## src/hdl/rckc_pkg.sv

```systemverilog
// Shared codes, widths and the xorshift32 step of the rolling-code key checker.
package rckc_pkg;

	localparam int CODE_W = 32;
	localparam int CMD_W = 8;
	localparam int TMO_W = 16;
	localparam int OP_W = 2;
	localparam int ACT_W = 2;
	localparam int CFG_IDX_W = 2;
	localparam int CFG_DATA_W = 16;

	localparam logic [OP_W-1:0] OP_MESSAGE = 2'd0;
	localparam logic [OP_W-1:0] OP_SYNC = 2'd1;
	localparam logic [OP_W-1:0] OP_TICK = 2'd2;

	localparam logic [ACT_W-1:0] ACT_NONE = 2'd0;
	localparam logic [ACT_W-1:0] ACT_OPEN = 2'd1;
	localparam logic [ACT_W-1:0] ACT_CLOSE = 2'd2;

	localparam logic [CFG_IDX_W-1:0] REG_SYNC_TIMEOUT = 2'd0;
	localparam logic [CFG_IDX_W-1:0] REG_OPEN_COMMAND = 2'd1;
	localparam logic [CFG_IDX_W-1:0] REG_CLOSE_COMMAND = 2'd2;

	localparam logic [TMO_W-1:0] TIMEOUT_RESET = 16'd5000;
	localparam logic [CMD_W-1:0] OPEN_RESET = 8'd1;
	localparam logic [CMD_W-1:0] CLOSE_RESET = 8'd2;

	typedef logic [CODE_W-1:0] code_t;

	function automatic code_t xorshift32(input code_t x);
		code_t a;
		code_t b;
		a = x ^ (x << 13);
		b = a ^ (a >> 17);
		return b ^ (b << 5);
	endfunction

endpackage

```

## src/hdl/rckc_window.sv

```systemverilog
// Key window memory with per-entry valid bits and a registered read port.
module rckc_window
	import rckc_pkg::*;
#(
	parameter int KEY_COUNT = 10,
	parameter int AW = 4
) (
	input  logic          clk,
	input  logic          arst_n,
	input  logic          wr_en,
	input  logic [AW-1:0] wr_addr,
	input  code_t         wr_data,
	input  logic          rd_en,
	input  logic [AW-1:0] rd_addr,
	output code_t         rd_data
);

	code_t mem [KEY_COUNT];
	logic [KEY_COUNT-1:0] vld_q;
	code_t rd_data_q;
	logic rd_vld_q;

	always_ff @(posedge clk) begin
		if (wr_en) begin
			mem[wr_addr] <= wr_data;
		end
		if (rd_en) begin
			rd_data_q <= mem[rd_addr];
		end
	end

	always_ff @(posedge clk or negedge arst_n) begin
		if (!arst_n) begin
			vld_q <= '0;
			rd_vld_q <= 1'b0;
		end else begin
			if (wr_en) begin
				vld_q[wr_addr] <= 1'b1;
			end
			if (rd_en) begin
				rd_vld_q <= vld_q[rd_addr];
			end
		end
	end

	// An entry never written since reset reads as zero.
	assign rd_data = rd_vld_q ? rd_data_q : '0;

endmodule

```

## config.mk

```make
export PLATFORM = sky130hd
export DESIGN_NAME = rckc_window
export DESIGN_NICKNAME = d
export VERILOG_FILES = /design/src/hdl/rckc_pkg.sv /design/src/hdl/rckc_window.sv
export SDC_FILE = /design/constraint.sdc
export NUM_CORES = 1
export LEC_CHECK = 0
export BUFFER_PORTS_ARGS = -buffer_cell sky130_fd_sc_hd__buf_4
export CORE_ASPECT_RATIO = 0.8
export CORE_MARGIN = 5
export CORE_UTILIZATION = 55
export DETAILED_ROUTE_END_ITERATION = 16
export HOLD_SLACK_MARGIN = 0.03
export PLACE_DENSITY = 0.78
export SLEW_MARGIN = 40
export SYNTH_ARGS = -nofsm -noshare
export SYNTH_HDL_FRONTEND = slang
export SYNTH_SLANG_ARGS = --single-unit
```

## constraint.sdc

```tcl
create_clock -name clk -period 1.5 [get_ports clk]
set_input_delay 0.375 -clock clk [delete_from_list [all_inputs] [get_ports clk]]
set_output_delay 0.375 -clock clk [all_outputs]
set_load 0.005 [all_outputs]
```

==> run_results.csv <==
group,metric,value,unit
clock_network,clock_latency,0.51,ns
timing,period_needed,1.772,ns
outcome,violations,"negative setup slack",
global_routing,antenna_found_initial,1,
route,ant_nets,0,
route,drt_iter0_drc,586,
timing,setup_viol,32,
clock_network,clkTransAtPathRegs,0.06,ns
yosys,syn_nets,709,
global_routing,grt_pass1_vias,7247,
timing,rsz0062_at_grt,"true",
worst_setup_path,worstPathRequired,1.12,ns
yosys,async_flop_share,3.030,%
yosys,yosys.area.top_type,"edfxtp_1",
route,vias,6855,
layout,fin_cells,1140,
power,power,21.81,mW
layout,postLayoutCoreUtil,68.15,%
timing,period_share,118.1,%
layout,nets,841,
clock_network,clockBufferDepth,3,
layout,multi_input_area,2856,um^2
timing,drv_slew,0,
yosys,ys.warnings.count,0,
layout,seq_area,10850,um^2
place,placed_area,15440,um^2
worst_setup_path,worstPathArrival,1.40,ns
min_path,min_from,"wr_data[10]",
min_path,holdPathStages,1,
clock_network,cts.sinks,363,
layout,drive_gt1_share,35.89,%
timing,finClkSkew,0.01066,ns
power,ir_worst_vdd,0.0008689,V
place,hpwl,17310,um
power,powerDensity,1306,nW/um^2
place,placed_cells,1077,
route,wire_per_inst,25.41,um
timing,max_slew_margin,80.19,%
worst_setup_path,r2r-start,"mem[5][20]",
clock_network,htree_levels,2,
route,totalWireLength,28970,um
worst_setup_path,end_kind,"output port",
timing,final_hold_viol_count,0,
floorplanning,die_width,186.8,um
route,first_pass_iters,5,
run,maxCapViolations,0,
worst_setup_path,cp_max_fo,16,
yosys,synth_edf_count,352,
yosys,synth.distinct_cells,25,
global_routing,gr-total-overflow,0,
layout,finalInstanceArea,16700,um^2
floorplanning,start_util,56.15,%
floorplanning,die_h,151.5,um
floorplanning,die_area,28300,um^2
worst_setup_path,start_kind,"register",
timing,timing.hold.ws,0.1076,ns
worst_setup_path,r2r-end,"rd_data_q[20]",
global_routing,grt_max_degree,33,
yosys,synth_area_leaders,"edfxtp_1 (77%), mux4_2 (11%), dfrtp_1 (2.0%)",
place,dp_slack,-0.3481,ns
worst_setup_path,r2r_slack,0.07,ns
yosys,synth_seq_cells,363,
worst_setup_path,ff2ff_path_depth,3,
yosys,synth-seq-area-share,78.82,%
power,p_leak,5.604,nW
timing,timing.fmax,564.3,MHz
layout,fillers,1504,
route,via_per_inst,6.013,
yosys,synthFlopType,"edfxtp_1",
yosys,syn_avg_cell_area,20.69,um^2
timing,finalSetupTns,-8.080,ns
global_routing,grt_pass1_wl,44100,um
place,portBuffers,75,
layout,area_delta_synth_final,21.36,%
layout,antenna_cells,0,
route,drc,0,
floorplanning,core_area,24500,um^2
yosys,synth_area,13760,um^2
place,place.gp.congestion,0.7426,
global_routing,grt_usage,20.99,%
clock_network,root_buffer,"clkbuf_16",
outcome,status,"complete, but fails checks",
floorplanning,std_cell_rows,51,
min_path,hold_path.class,"input port to register",
worst_setup_path,path_class,"register to output port",
min_path,min_to,"mem[6][10]",
timing,setup_slack,-0.2721,ns
yosys,synth_top_area_share,76.82,%
clock_network,numCtsBuffers,35,
clock_network,cts_tree,"yes",
floorplanning,io_pins,76,
yosys,netlist_instances,665,
worst_setup_path,crit_path_start,"rd_vld_q",
timing,tightest_slew,0.2962,ns
Yosys cell counts, types with 2 or more instances:
master,number
mux4_2,65
buf_2,9
edfxtp_1,352
buf_12,2
a22oi_1,32
nand3b_1,2
nand2b_1,31
nor2_1,10
o211ai_1,32
and2_1,32
nor2b_1,2
or2_2,10
dfrtp_1,11
nor3_1,3
or2b_1,4
nand2_1,34
mux2_2,3
buf_4,4
clkbuf_1,21
placed cells by master, fill, tap and decap left out:
| cell type | Yosys | layout |
|---|---|---|
| nand2b_1 | 31 | 30 |
| nor2_1 | 10 | 2 |
| or2b_1 | 4 | 4 |
| clkinv_2 | 0 | 7 |
| clkbuf_16 | 0 | 37 |
| clkinv_1 | 0 | 5 |
| buf_8 | 0 | 1 |
| bufinv_16 | 0 | 4 |
| nor2_2 | 0 | 1 |
| inv_1 | 1 | 1 |
| mux4_2 | 65 | 65 |
| dlygate4sd3_1 | 0 | 1 |
| o22ai_1 | 1 | 1 |
| inv_8 | 0 | 1 |
| nor2b_2 | 0 | 1 |
| mux2_2 | 3 | 3 |
| dfrtp_1 | 11 | 11 |
| or2_2 | 10 | 10 |
| buf_12 | 2 | 32 |
| o41ai_1 | 1 | 1 |
| or3b_4 | 0 | 1 |
| nor2_4 | 0 | 7 |
| o211ai_1 | 32 | 32 |
| nor2b_1 | 2 | 1 |
| and2_1 | 32 | 12 |
| clkbuf_1 | 21 | 6 |
| clkinvlp_4 | 0 | 2 |
| edfxtp_1 | 352 | 352 |
| nand2b_2 | 0 | 1 |
| nand2_1 | 34 | 34 |
| buf_4 | 4 | 86 |
| a22oi_2 | 0 | 1 |
| a41oi_1 | 1 | 1 |
| and2_4 | 0 | 20 |
| nor3_4 | 0 | 3 |
| buf_6 | 1 | 12 |
| nand3b_1 | 2 | 2 |
| a22oi_1 | 32 | 31 |
power by group:
group	total (mW)	internal [mW]	switching (mW)	leakage, nW
Sequential	11.5	11.4	0.0987	3.32
Combinational	1.52	0.775	0.742	1.72
Clock	8.75	5.20	3.55	0.561
sequential cells by signal (all words and copies together), names as in the netlist:
name,flops
mem,320
rd_data_q,32
rd_vld_q,1
vld_q,10
worst max path at each step:
stage / cells after the start / endpoint / slack (ns)
2_1_floorplan: 2 / mem[0][0] / -0.59
3_3_place_gp: 5 / rd_data_q[3] / -0.34
4_1_cts: 3 / rd_data[20] / -0.31
5_1_grt: 3 / rd_data[5] / -0.31
6_report: 3 / rd_data[3] / -0.27
3_5_place_dp: 5 / rd_data_q[0] / -0.35
cell families (layout without fill, tap and decap cells):
| kind of cell | Yosys count | after routing | share of synthesized area (%) |
|---|---|---|---|
| AOI/OAI and AO/OA | 67 | 67 | 3.665 |
| muxes | 68 | 68 | 10.88 |
| and+or+nand+nor | 129 | 129 | 5.110 |
| buffers and inverters | 38 | 195 | 1.519 |
| DFF | 363 | 363 | 78.82 |
routing by layer:
| metal | routed length, um | global-route usage [%] |
|---|---|---|
| met1 | 11880 | 29.31 |
| met2 | 14380 | 34.94 |
| met3 | 2174 | 4.100 |
| met4 | 518 | 5.543 |
| met5 | 13 | 0 |
cell type report:
class / instances / area share [%]
Tap cell: 318 / 2.383
Sequential cell: 363 / 64.95
Clock inverter: 19 / 1.199
Clock buffer: 43 / 5.680
Inverter: 1 / 0.02248
Timing Repair Buffer: 132 / 8.662
Multi-Input combinational cell: 264 / 17.11
what timing repair did:
item | CTS | global route
hold buffers | 1 | 0
setup endpoints to repair | 32 | 33
hold endpoints to repair | 11 | 0
gates resized for setup | 24 | 10
buffers inserted | 0 | 0
critical path: stages, from the launching register on:
cell and delay [ns]:
dfrtp_1 0.43, buf_12 0.18, and2_4 0.15, buf_4 0.13
No activity file was read; power rests on OpenSTA's default activity.
